$ cat src/lbdd_pkg.sv
package lbdd_pkg;

    localparam int unsigned SAMPLE_BITS = 10;
    localparam int unsigned SETTLE_BITS = 4;
    localparam int unsigned CMP_BITS    = 16;

    localparam logic [SETTLE_BITS-1:0] SETTLE_RESET = SETTLE_BITS'(1);

    localparam logic CH_MEDIA = 1'b0;
    localparam logic CH_TURN  = 1'b1;

    localparam logic [1:0] EV_NONE    = 2'd0;
    localparam logic [1:0] EV_PRESS   = 2'd1;
    localparam logic [1:0] EV_RELEASE = 2'd2;

    localparam logic [2:0] BTN_NONE  = 3'd0;
    localparam logic [2:0] CLS_ERROR = 3'd7;

    // upper band bounds, inclusive, lowest band first
    localparam logic [CMP_BITS-1:0] MEDIA_BOUND [8] =
        '{16'd12, 16'd36, 16'd64, 16'd103, 16'd162, 16'd257, 16'd427, 16'd781};
    localparam logic [2:0] MEDIA_CLASS [8] =
        '{CLS_ERROR, 3'd1, 3'd2, 3'd3, 3'd4, 3'd5, 3'd6, BTN_NONE};
    localparam logic [CMP_BITS-1:0] TURN_BOUND [4] =
        '{16'd22, 16'd87, 16'd223, 16'd670};
    localparam logic [2:0] TURN_CLASS [4] =
        '{CLS_ERROR, 3'd1, 3'd2, BTN_NONE};

    typedef struct packed {
        logic                   channel;
        logic [SAMPLE_BITS-1:0] adc_sample;
    } sample_item_t;

    typedef struct packed {
        logic       out_channel;
        logic [1:0] event_kind;
        logic [2:0] button_code;
        logic       sample_invalid;
    } result_item_t;

    typedef struct packed {
        logic [2:0] cls;
        logic       bad;
    } class_t;

endpackage

$ cat src/lbdd_classify.sv
module lbdd_classify
(
    input  lbdd_pkg::sample_item_t item,
    output lbdd_pkg::class_t       result
);

    logic [lbdd_pkg::CMP_BITS-1:0] value;
    logic [2:0]                    media_cls;
    logic [2:0]                    turn_cls;
    logic [2:0]                    raw_cls;

    assign value = lbdd_pkg::CMP_BITS'(item.adc_sample);

    // scan from the top band down so the lowest matching band wins
    always_comb
    begin
        media_cls = lbdd_pkg::CLS_ERROR;
        for (int i = 7; i >= 0; i--)
        begin
            if (value <= lbdd_pkg::MEDIA_BOUND[i])
            begin
                media_cls = lbdd_pkg::MEDIA_CLASS[i];
            end
        end
    end

    always_comb
    begin
        turn_cls = lbdd_pkg::CLS_ERROR;
        for (int i = 3; i >= 0; i--)
        begin
            if (value <= lbdd_pkg::TURN_BOUND[i])
            begin
                turn_cls = lbdd_pkg::TURN_CLASS[i];
            end
        end
    end

    assign raw_cls    = (item.channel == lbdd_pkg::CH_TURN) ? turn_cls : media_cls;
    assign result.bad = (raw_cls == lbdd_pkg::CLS_ERROR);
    assign result.cls = result.bad ? lbdd_pkg::BTN_NONE : raw_cls;

endmodule

$ cat src/lbdd_debounce.sv
module lbdd_debounce
(
    input  logic                             clk,
    input  logic                             rst_n,
    input  logic                             update,
    input  logic                             channel,
    input  logic [2:0]                       cls,
    input  logic [lbdd_pkg::SETTLE_BITS-1:0] settle_count,
    output logic [1:0]                       event_kind,
    output logic [2:0]                       button_code
);

    logic [2:0]                       media_committed_reg;
    logic [2:0]                       media_committed_next;
    logic [1:0]                       turn_committed_reg;
    logic [1:0]                       turn_committed_next;
    logic [lbdd_pkg::SETTLE_BITS-1:0] media_left_reg;
    logic [lbdd_pkg::SETTLE_BITS-1:0] media_left_next;
    logic [lbdd_pkg::SETTLE_BITS-1:0] turn_left_reg;
    logic [lbdd_pkg::SETTLE_BITS-1:0] turn_left_next;

    logic [2:0]                       committed;
    logic [lbdd_pkg::SETTLE_BITS-1:0] left;
    logic [lbdd_pkg::SETTLE_BITS-1:0] left_new;
    logic [lbdd_pkg::SETTLE_BITS-1:0] load;
    logic [lbdd_pkg::SETTLE_BITS-1:0] left_dec;
    logic                             commit;

    assign committed = (channel == lbdd_pkg::CH_TURN) ? {1'b0, turn_committed_reg}
                                                      : media_committed_reg;
    assign left      = (channel == lbdd_pkg::CH_TURN) ? turn_left_reg : media_left_reg;
    // a zero setting still has to allow a commit
    assign load      = (settle_count == '0) ? lbdd_pkg::SETTLE_BITS'(1) : settle_count;
    assign left_dec  = left - lbdd_pkg::SETTLE_BITS'(1);

    always_comb
    begin
        commit      = 1'b0;
        event_kind  = lbdd_pkg::EV_NONE;
        button_code = committed;
        priority if (cls == committed)
        begin
            left_new = '0;
        end
        else if (left == '0)
        begin
            left_new = load;
        end
        else
        begin
            left_new = left_dec;
            if (left_dec == '0)
            begin
                commit      = 1'b1;
                button_code = cls;
                event_kind  = (cls != lbdd_pkg::BTN_NONE) ? lbdd_pkg::EV_PRESS
                                                          : lbdd_pkg::EV_RELEASE;
            end
        end
    end

    always_comb
    begin
        media_committed_next = media_committed_reg;
        turn_committed_next  = turn_committed_reg;
        media_left_next      = media_left_reg;
        turn_left_next       = turn_left_reg;
        if (update)
        begin
            if (channel == lbdd_pkg::CH_TURN)
            begin
                turn_left_next = left_new;
                if (commit)
                begin
                    turn_committed_next = cls[1:0];
                end
            end
            else
            begin
                media_left_next = left_new;
                if (commit)
                begin
                    media_committed_next = cls;
                end
            end
        end
    end

    always_ff @(posedge clk or negedge rst_n)
    begin
        if (!rst_n)
        begin
            media_committed_reg <= lbdd_pkg::BTN_NONE;
            turn_committed_reg  <= '0;
            media_left_reg      <= '0;
            turn_left_reg       <= '0;
        end
        else
        begin
            media_committed_reg <= media_committed_next;
            turn_committed_reg  <= turn_committed_next;
            media_left_reg      <= media_left_next;
            turn_left_reg       <= turn_left_next;
        end
    end

    a_media_code_range: assert property (@(posedge clk) disable iff (!rst_n)
        media_committed_reg != lbdd_pkg::CLS_ERROR)
        else $error("media committed button holds the error class");

    a_turn_code_range: assert property (@(posedge clk) disable iff (!rst_n)
        turn_committed_reg != 2'd3)
        else $error("turn committed button out of range");

    a_press_code: assert property (@(posedge clk) disable iff (!rst_n)
        update && (event_kind == lbdd_pkg::EV_PRESS) |-> button_code != lbdd_pkg::BTN_NONE)
        else $error("press event reports no button");

    a_commit_clears_media: assert property (@(posedge clk) disable iff (!rst_n)
        update && commit && (channel == lbdd_pkg::CH_MEDIA) |=>
            media_left_reg == '0 && media_committed_reg == $past(cls))
        else $error("media commit did not clear counter or store button");

    a_commit_clears_turn: assert property (@(posedge clk) disable iff (!rst_n)
        update && commit && (channel == lbdd_pkg::CH_TURN) |=>
            turn_left_reg == '0 && {1'b0, turn_committed_reg} == $past(cls))
        else $error("turn commit did not clear counter or store button");

endmodule

$ cat src/ladder_button_decode_debounce.sv
// Resistor ladder keypad decoder with per-channel debounce. Each transfer on
// the sample channel carries a converter reading and a ladder tag (0 media,
// 1 turn) and yields exactly one result transfer: the channel, a press or
// release event (or none), the button committed after this sample, and a flag
// for readings outside every valid band (treated as no button). A new button
// is committed once 1 + settle_count consecutive samples of its channel differ
// from the committed button, taking the class of the last of them (a setting
// of 0 acts as 1). One sample is taken per clock while the output is not
// stalled; each one is held in the input register and then passes through the
// band compare and counter update into the result register once that register
// is empty or its result is being taken. The settle count register is written
// through the cfg channel only while no sample is in flight, a rule for the user
// that the block itself does not enforce; it resets to 1.
module ladder_button_decode_debounce
(
    input  logic                             clk,
    input  logic                             rst_n,
    input  logic                             sample_valid,
    output logic                             sample_ready,
    input  lbdd_pkg::sample_item_t           sample,
    output logic                             result_valid,
    input  logic                             result_ready,
    output lbdd_pkg::result_item_t           result,
    input  logic                             cfg_valid,
    output logic                             cfg_ready,
    input  logic [lbdd_pkg::SETTLE_BITS-1:0] cfg_data
);

    logic                             s1_valid_reg;
    logic                             s1_valid_next;
    lbdd_pkg::sample_item_t           s1_item_reg;
    logic                             res_valid_reg;
    logic                             res_valid_next;
    lbdd_pkg::result_item_t           res_item_reg;
    lbdd_pkg::result_item_t           res_item_next;
    logic [lbdd_pkg::SETTLE_BITS-1:0] settle_count_reg;
    logic [lbdd_pkg::SETTLE_BITS-1:0] settle_count_next;

    logic                             advance;
    logic                             sample_xfer;
    lbdd_pkg::class_t                 cls;
    logic [1:0]                       event_kind;
    logic [2:0]                       button_code;

    assign advance      = s1_valid_reg && (!res_valid_reg || result_ready);
    assign sample_ready = !s1_valid_reg || advance;
    assign sample_xfer  = sample_valid && sample_ready;
    assign cfg_ready    = 1'b1;

    lbdd_classify u_classify
    (
        .item   (s1_item_reg),
        .result (cls)
    );

    lbdd_debounce u_debounce
    (
        .clk          (clk),
        .rst_n        (rst_n),
        .update       (advance),
        .channel      (s1_item_reg.channel),
        .cls          (cls.cls),
        .settle_count (settle_count_reg),
        .event_kind   (event_kind),
        .button_code  (button_code)
    );

    always_comb
    begin
        s1_valid_next  = s1_valid_reg;
        res_valid_next = res_valid_reg;
        if (sample_xfer)
        begin
            s1_valid_next = 1'b1;
        end
        else if (advance)
        begin
            s1_valid_next = 1'b0;
        end
        if (advance)
        begin
            res_valid_next = 1'b1;
        end
        else if (result_ready)
        begin
            res_valid_next = 1'b0;
        end
        res_item_next.out_channel    = s1_item_reg.channel;
        res_item_next.event_kind     = event_kind;
        res_item_next.button_code    = button_code;
        res_item_next.sample_invalid = cls.bad;
        settle_count_next = (cfg_valid && cfg_ready) ? cfg_data : settle_count_reg;
    end

    always_ff @(posedge clk or negedge rst_n)
    begin
        if (!rst_n)
        begin
            s1_valid_reg     <= 1'b0;
            res_valid_reg    <= 1'b0;
            settle_count_reg <= lbdd_pkg::SETTLE_RESET;
        end
        else
        begin
            s1_valid_reg     <= s1_valid_next;
            res_valid_reg    <= res_valid_next;
            settle_count_reg <= settle_count_next;
        end
    end

    always_ff @(posedge clk)
    begin
        if (sample_xfer)
        begin
            s1_item_reg <= sample;
        end
        if (advance)
        begin
            res_item_reg <= res_item_next;
        end
    end

    assign result_valid = res_valid_reg;
    assign result       = res_item_reg;

endmodule

$ cat config.mk
export PLATFORM = sky130hd
export DESIGN_NAME = ladder_button_decode_debounce
export DESIGN_NICKNAME = d
export VERILOG_FILES = /design/src/lbdd_pkg.sv /design/src/lbdd_classify.sv /design/src/lbdd_debounce.sv /design/src/ladder_button_decode_debounce.sv
export SDC_FILE = /design/constraint.sdc
export NUM_CORES = 1
export LEC_CHECK = 0
export BUFFER_PORTS_ARGS = -buffer_cell sky130_fd_sc_hd__buf_4
export CORE_ASPECT_RATIO = 0.75
export CORE_UTILIZATION = 51
export DETAILED_ROUTE_END_ITERATION = 10
export GPL_TIMING_DRIVEN = 1
export PLACE_DENSITY_LB_ADDON = 0.05
export SLEW_MARGIN = 20
export SYNTH_ARGS = -nofsm -noshare
export SYNTH_HDL_FRONTEND = slang
export SYNTH_SLANG_ARGS = --single-unit
$ cat constraint.sdc
create_clock -name clk -period 3.13 [get_ports clk]
set_clock_uncertainty 0.05 [all_clocks]
set_input_delay 0.313 -clock clk [delete_from_list [all_inputs] [get_ports clk]]
set_output_delay 0.313 -clock clk [all_outputs]
set_load 0.1 [all_outputs]
# After elaboration in Yosys (flattened, before gate mapping)
# Index checks and enable logic that the tools add are counted.
dict set report totals {
  register_bits 37
  inputBits 20
  output_inout_bits 10
  word_cells 77
}
dict set report classes {
  addsub 1
  n_lt_le_gt_ge 12
  eq_ne 2
  n_mux 30
  bitwise_logic 2
  n_reduce_logical 17
}
# operator n
set op_table {}
lappend op_table {{$mux 3} 18}
lappend op_table {{$le 10x7->1 const B} 3}
lappend op_table {{$le 10x10->1 const B} 2}
lappend op_table {{$le 10x8->1 const B} 2}
lappend op_table {{$le 10x9->1 const B} 2}
lappend op_table {{$mux 4} 4}
lappend op_table {{$logic_not 4->1} 3}
lappend op_table {{$le 10x4->1 const B} 1}
lappend op_table {{$le 10x5->1 const B} 1}
lappend op_table {{$le 10x6->1 const B} 1}
lappend op_table {{$mux 1} 7}
lappend op_table {{$reduce_and 3->1} 2}
lappend op_table {{$reduce_and 2->1} 2}
lappend op_table {{$reduce_bool 2->1} 2}
lappend op_table {{$sub 4x1->4 const B} 1}
lappend op_table {{$eq 3x3->1} 1}
lappend op_table {{$eq 3x3->1 const B} 1}
lappend op_table {{$reduce_bool 3->1} 1}
lappend op_table {{$reduce_or 3->1} 1}
lappend op_table {{$logic_and 1x1->1} 2}
lappend op_table {{$logic_not 1->1} 2}
lappend op_table {{$logic_or 1x1->1} 2}
lappend op_table {{$mux 2} 1}
lappend op_table {{$not 1->1} 2}

# Depth between registers and ports, before layout
# Gate-level depths: netlist (run 1).
dict set report logic_depth {
  word_depth 15
  depth_mapped 11
}

# By module
# Synthesis (run 1) repeated with hierarchy kept, for this count alone.
dict set report hier_totals {
  hier_cells 193
  area_unflattened_um2 2103.3
}
# module n_inst cells_each area_per_inst_um2 seq_area_each_um2
set by_module_without_submodules {}
lappend by_module_without_submodules {lbdd_debounce 1 97 935.9 325.3}
lappend by_module_without_submodules {ladder_button_decode_debounce 1 36 799.5 691.9}
lappend by_module_without_submodules {lbdd_classify 1 60 367.9 0.0}

# Worst setup path after synthesis (run 1)
# No wires, ideal clock.
dict set report synth_path {
  path_kind {reg2reg}
  from {register res_valid_reg, in the netlist result_valid}
  to {register s1_item_reg (netlist bit res_item_next[6]), enable pin}
  setup_time_ns 0.296
  t_arrival_ns 2.554
  path_slack_ns 0.230
  path_stages_with_launch 3
  synth_period_minus_slack_ns 2.900
  path_cell_list {dfrtp_1 -> nand3b_1 -> and2_1}
}
dict set report synth_between {
  elab_chain_len 5
}
# item line_no
set synth_rtl {}
lappend synth_rtl {{start: declaration} ladder_button_decode_debounce.sv:32} ;# logic res_valid_reg;
lappend synth_rtl {{start signal: assignment} ladder_button_decode_debounce.sv:106} ;# res_valid_reg <= res_valid_next;
lappend synth_rtl {{$logic_not 1->1} ladder_button_decode_debounce.sv:45} ;# assign advance = s1_valid_reg && (!res_valid_reg || result_ready);
lappend synth_rtl {{$logic_or 1x1->1} ladder_button_decode_debounce.sv:45}
lappend synth_rtl {{$logic_and 1x1->1} ladder_button_decode_debounce.sv:45}
lappend synth_rtl {{$logic_or 1x1->1} ladder_button_decode_debounce.sv:46} ;# assign sample_ready = !s1_valid_reg || advance;
lappend synth_rtl {{via sample_ready} ladder_button_decode_debounce.sv:19} ;# output logic sample_ready,
lappend synth_rtl {{$logic_and 1x1->1} ladder_button_decode_debounce.sv:47} ;# assign sample_xfer = sample_valid && sample_ready;
lappend synth_rtl {{end signal: assignment} ladder_button_decode_debounce.sv:115} ;# s1_item_reg <= sample;
lappend synth_rtl {{end: declaration} ladder_button_decode_debounce.sv:31} ;# lbdd_pkg::sample_item_t s1_item_reg;
# The timed path passes the listed nets, and every way through them passes these cells.
# A chain may end at the register's enable or synchronous reset.

# Worst setup path in the final report (run 1)
dict set report layout_path {
  from {register s1_item_reg[5] (netlist bit)}
  to {register u_debounce.turn_committed_reg[1]}
}
dict set report layout_between {
  elab_chain_len 15
  elab_cells_between_ends 30
  classes_between {12 x order compare; 2 x eq/ne; 15 x mux; 1 x reduce/logical}
}
# item line_no
set layout_rtl {}
lappend layout_rtl {{$le 10x10->1} lbdd_classify.sv:20} ;# if (value <= lbdd_pkg::MEDIA_BOUND[i])
lappend layout_rtl {{$mux 3 (8 in a row)} lbdd_classify.sv:20}
lappend layout_rtl {{$mux 3 *} lbdd_classify.sv:39} ;# assign raw_cls = (item.channel == lbdd_pkg::CH_TURN) ? turn_cls : media_cls;
lappend layout_rtl {{$eq 3x3->1} lbdd_classify.sv:40} ;# assign result.bad = (raw_cls == lbdd_pkg::CLS_ERROR);
lappend layout_rtl {{$mux 3 *} lbdd_classify.sv:41} ;# assign result.cls = result.bad ? lbdd_pkg::BTN_NONE : raw_cls;
lappend layout_rtl {{$eq 3x3->1} lbdd_debounce.sv:41} ;# priority if (cls == committed)
lappend layout_rtl {{$mux 1} lbdd_debounce.sv:41}
lappend layout_rtl {{$reduce_and 3->1 (no source line)} --}
lappend layout_rtl {{end signal: assignment} lbdd_debounce.sv:101} ;# turn_committed_reg <= turn_committed_next;
lappend layout_rtl {{end: declaration} lbdd_debounce.sv:15} ;# logic [1:0] turn_committed_reg;
# Mark *: on every way between the ends. The rest lies on a longest branch, timed or not.

==> results.toml, run 1 <==
[setup_path]
critical_path.startpoint = "s1_item_reg[5]"
crit_cells = 9
cp_num_buf_inv = 1
reg2reg_depth = 9
endpoint = "u_debounce.turn_committed_reg[1]"
r2r_slack_ns = 0.25
critPathKind = "reg -> reg"
required_ns = 3.26
timing.rr.start = "s1_item_reg[5]"
crit_path_end_kind = "register"
cp-start-kind = "register"
crit_slowest_cell = "edfxtp_1"
cp_data_arrival_time_ns = 3.01
cpLargestDelayFamily = "compound AO/OA/AOI/OAI gates"
worstPathCellList = "o21ai_1 > o2111ai_1 > a32oi_2 > a21oi_2 > o32ai_1 > nand2_1 > a31oi_1 > buf_4 > o211ai_1"
reg2reg_to = "u_debounce.turn_committed_reg[1]"
crit_fanout = 10
cpPeakStageDelay_ns = 0.56

[floorplanning]
dieArea_um2 = 4630
pin_count = 30
rows = 20
die_h_um = 59.18
coreArea_um2 = 4104
start_util_pct = 54.18
die_w_um = 78.24

[sta]
hold_viol_final = 0
setup_viol = 0
finalCritPeriodShare_pct = 91.93
finalSetupTns_ns = 0
clock.fmax_mhz = 347.5
rsz0062_at_grt = "no"
slew_viol_final = 0
finalCriticalPeriod_ns = 2.877

[synthesis]
syn_avg_cell_area_um2 = 9.667
synth-async-reset-ratio_pct = 51.35
synth_largest_area_cell = "edfxtp_1"
yosys_warnings = 0
synthTopCellsByArea = "edfxtp_1 (24%), dfrtp_1 (20%), nand2_1 (5.7%)"
syn_nets = 252
ys_seq_area_share_pct = 45.75
synth_top_area_share_pct = 24.31
synth_flop_cell = "edfxtp_1"
syn_area_um2 = 2223
synth_seq_cells = 37
synth_cell_types = 55
synth_edf_count = 18
postSynthCellCount = 230

[clock_tree]
clk_pin_slew_ns = 0.07
ctsLongestPathBuffers = 2
clock-sinks = 37
htree_levels = 2
cts_setup_buffers = 0
clk_latency_ns = 0.29
cts_tree = "done"
cts_buffers = 5
cts_root_buf = "clkbuf_8"

[global_route]
overflow = 0
first_global_vias = 1656
grt_max_degree = 21
grt_pass1_wl_mm = 7.893
grt_use_total_pct = 22.99
antenna_found_initial = 0

[place]
gp_congestion = 0.8789
place_hpwl_mm = 3.432
port_buffers = 28

[routing]
wirelength_mm = 4.608
route.detailed.drc = 0
via_count = 1814
wl_per_cell_um = 14.58
drt-initial-drc-count = 278
dr.pass1.iters = 5
vias_per_cell = 5.741
postRouteAntennaNets = 0

[finish]
final_nets = 282
n_antenna_cell = 0
multi_input_area_um2 = 1104
final_cell_mix = "nand2_1 (34), buf_4 (34), edfxtp_1 (18), dfrtp_1 (18), o21ai_0 (14)"
fillers = 344
largest_reg_flops = 10
drive_above_1_share_pct = 24.52
regArea_um2 = 1017
area_growth_pct = 18.01

[outcome]
outcome = "finished, final reports clean"

[power]
ir_worst_vdd_mv = 0.3632
p_total_mw = 1.877
p_per_area_nw_per_um2 = 715.2
power_leakage_nw = 1.136

[job]
maxCapViolations = 0

[worst_hold_path]
hold_path.class = "in -> reg"
cell families after synthesis:
family / Yosys count / share of synthesized area (%)
AO/OA/AOI/OAI: 60 / 18.85
XOR/XNOR: 1 / 0.7318
adder cells (fa/ha/maj): 2 / 1.125
buffers and inverters: 23 / 5.346
flip-flops: 37 / 45.75
multiplexers: 14 / 6.922
other: 1 / 0.1687
AND/OR/NAND/NOR: 92 / 21.10
area by class of cell:
| type | count | share of cell area, % |
|---|---|---|
| clock buffers | 6 | 2.766 |
| clock inverters | 2 | 1.478 |
| inverters | 10 | 1.431 |
| multi-input cells | 170 | 42.06 |
| flip-flops and latches | 37 | 38.77 |
| well taps | 55 | 2.623 |
| repair buffers | 36 | 10.87 |
worst min path at each step:
stage / startpoint / endpoint / slack, ns / depth (start not counted)
5_1_grt: sample[5] / s1_item_reg[5] / 0.12 / 1
6_report: sample[8] / s1_item_reg[8] / 0.14 / 1
3_3_place_gp: rst_n / u_debounce.media_left_reg[1] / 0.16 / 1
3_5_place_dp: rst_n / u_debounce.turn_left_reg[1] / 0.16 / 1
2_1_floorplan: rst_n / result_valid / -0.03 / 0
4_1_cts: sample[5] / s1_item_reg[5] / 0.13 / 1
where the power goes:
part	total (mW)	switching [mW]	internal, mW
logic	0.764	0.490	0.274
clock network	0.413	0.174	0.239
registers	0.700	0.0689	0.631
total	1.88	0.733	1.14
metrics by stage:
stage / utilization (%) / instances / worst slack, ns / hold slack [ns] / area, µm²
floorplan: - / 230 / 0.2300 / -0.03259 / 2223
global placement: 60.58 / 307 / 0.2500 / 0.1574 / 2486
detailed placement: 60.58 / 307 / 0.1884 / 0.1581 / 2486
CTS: 63.54 / 316 / 0.1753 / 0.1296 / 2608
global route: 63.93 / 316 / 0.02251 / 0.1175 / 2624
finish: 63.93 / 316 / 0.2525 / 0.1399 / 2624
timing repair:
action,4_1_cts,5_1_grt
setup endpoints to repair,0,12
gates resized for setup,0,4
hold endpoints to repair,18,0
hold buffers,1,0
cells in the mapped netlist (6+ instances only):
cell type / number
nor2_1: 13
nand3_1: 7
mux2_2: 7
a21oi_1: 7
dfrtp_1: 18
nor3_1: 7
o21ai_0: 15
nand2b_1: 8
edfxtp_1: 18
inv_1: 10
nand2_1: 34
o21ai_1: 6
mux2i_1: 6
routing by layer:
metal  share of wire (%)  wire length [µm]  track usage (%)
met1                  52              2387            34.46
met2                  39              1794            30.45
met3                 7.7               355            7.538
met4                 1.5                70            8.730
met5                   0                 0                0
Power figures use the tool's default switching activity.
==> inputs of run 2 (changes only) <==
BUFFER_PORTS_ARGS = unset   (was -buffer_cell sky130_fd_sc_hd__buf_4)
DONT_BUFFER_PORTS = 1   (was unset)
==> results.toml, run 2 (synthesis gave the netlist of run 1 again) <==
[place]
place_area_um2 = 2278
port_buffers = 0
place_hpwl_mm = 3.498
dp_slack_ns = 0.2631
gp_congestion = 0.9428
placed_cells = 281

[global_route]
globalRouteMet1Util_pct = 28.80
overflow = 0
grt_max_degree = 20
first_global_vias = 1609
top_usage_layer = "met2"
grt_use_total_pct = 21.86
grt_pass1_wl_mm = 7.555
grt.met2_usage_pct = 36.22
antenna_found_initial = 0
met3_usage_pct = 4.923

[clock_tree]
cts_buffers = 5
ctsLongestPathBuffers = 2
cts_tree = "done"
htree_levels = 2
clk_latency_ns = 0.29
cts_root_buf = "clkbuf_8"
cts_setup_buffers = 0
clock-sinks = 37
clk_pin_slew_ns = 0.07

[routing]
wl_per_cell_um = 16.08
drt-initial-drc-count = 214
vias_per_cell = 5.941
via_count = 1723
dr.pass1.iters = 4
postRouteAntennaNets = 0
wirelength_mm = 4.663
route.detailed.drc = 0

[job]
maxCapViolations = 0

[setup_path]
required_ns = 3.24
cp_data_arrival_time_ns = 3.03
crit_path_end_kind = "register"
cp-start-kind = "register"
critPathKind = "reg -> reg"
crit_fanout = 11

[finish]
final_nets = 256
largest_reg_flops = 10
fin_cells = 290
drive_above_1_share_pct = 14.89
area_growth_pct = 7.935
layout_commonest_cell = "nand2_1"
fin_area_um2 = 2400
n_antenna_cell = 0
final_cell_mix = "nand2_1 (34), edfxtp_1 (18), dfrtp_1 (18)"
fin_util_pct = 58.48

[sta]
finalCritPeriodShare_pct = 93.02
hold_viol_final = 0
setup_viol = 0
tightest_slew_ns = 0.9011
max_slew_margin_pct = 40.05
rsz0062_at_grt = "no"
finalCriticalPeriod_ns = 2.911
slew_viol_final = 0
finalSetupTns_ns = 0
worst_slack_ns = 0.2186
clock.fmax_mhz = 343.5

[floorplanning]
start_util_pct = 54.18
die_h_um = 59.18
coreArea_um2 = 4104
rows = 20
die_w_um = 78.24
pin_count = 30
dieArea_um2 = 4630

[outcome]
outcome = "finished, final reports clean"

[worst_hold_path]
hold_path.class = "in -> reg"

[power]
power_leakage_nw = 1.004
p_per_area_nw_per_um2 = 761.8
ir_worst_vdd_mv = 0.3368
==> run 2: cell types whose count changed in the layout (fill, tap and decap cells not counted) <==
cell,change
nor3_1,+1
o21ai_1,-1
buf_4,-25
a21oi_2,-1
a32oi_2,-1
buf_12,-1
a21oi_1,+1
nor3_2,-1
o21ai_0,+1
a32oi_1,+1
==> run 2: through the flow <==
stage               hold slack [ns]  total power [mW]
finish                      0.06904             1.828
global route                0.05046             1.938
CTS                         0.06174             1.830
detailed placement         -0.03224             1.413
global placement           -0.03223             1.390
floorplan                  -0.03259             1.297
==> run 2: repair_timing <==
action / in CTS / in global routing
hold endpoints to repair: 19 / 0
setup endpoints to repair: 0 / 0
hold buffers: 1 / 0
gates resized for setup: 0 / 0
==> run 2: power breakdown <==
| group | switching [mW] | internal (mW) | leakage [nW] |
|---|---|---|---|
| Clock | 0.167 | 0.239 | 0.0554 |
| Combinational | 0.363 | 0.235 | 0.550 |
| Sequential | 0.192 | 0.633 | 0.399 |
==> run 2: layer usage <==
metal / share of wire [%] / vias to the layer above
met5: 0 / -
met4: 0.54 / 0
met3: 6.4 / 4
met2: 47 / 77
met1: 46 / 793
li1: - / 849
==> run 2: area by class of cell <==
cell class | count | area (µm²)
clock buffers | 6 | 72.57
flip-flops and latches | 37 | 1017
multi-input cells | 170 | 1087
fillers | 351 | 1704
repair buffers | 10 | 77.57
well taps | 55 | 68.82
inverters | 10 | 37.54
clock inverters | 2 | 38.79
==> run 2: worst paths after layout <==
kind,start,to,slack [ns],cells past startpoint
max in group asynchronous,rst_n,u_debounce.media_committed_reg[1],1.94,1
setup / recovery,s1_item_reg[7],u_debounce.turn_committed_reg[1],0.22,8
hold / removal,sample[7],s1_item_reg[7],0.07,0
hold reg to reg,u_debounce.media_left_reg[3],u_debounce.media_left_reg[3],0.44,2
setup reg to reg,s1_item_reg[7],u_debounce.turn_committed_reg[1],0.22,8
min in group asynchronous,rst_n,settle_count_reg[2],0.54,1
==> run 2: critical path: stages, from the launching register on <==
cell      delay, ns
edfxtp_1       0.55
or3_1          0.43
a211o_1        0.31
a221o_1        0.40
a21boi_4       0.28
xor2_2         0.13
a31oi_1        0.31
buf_4          0.24
o211ai_1       0.10
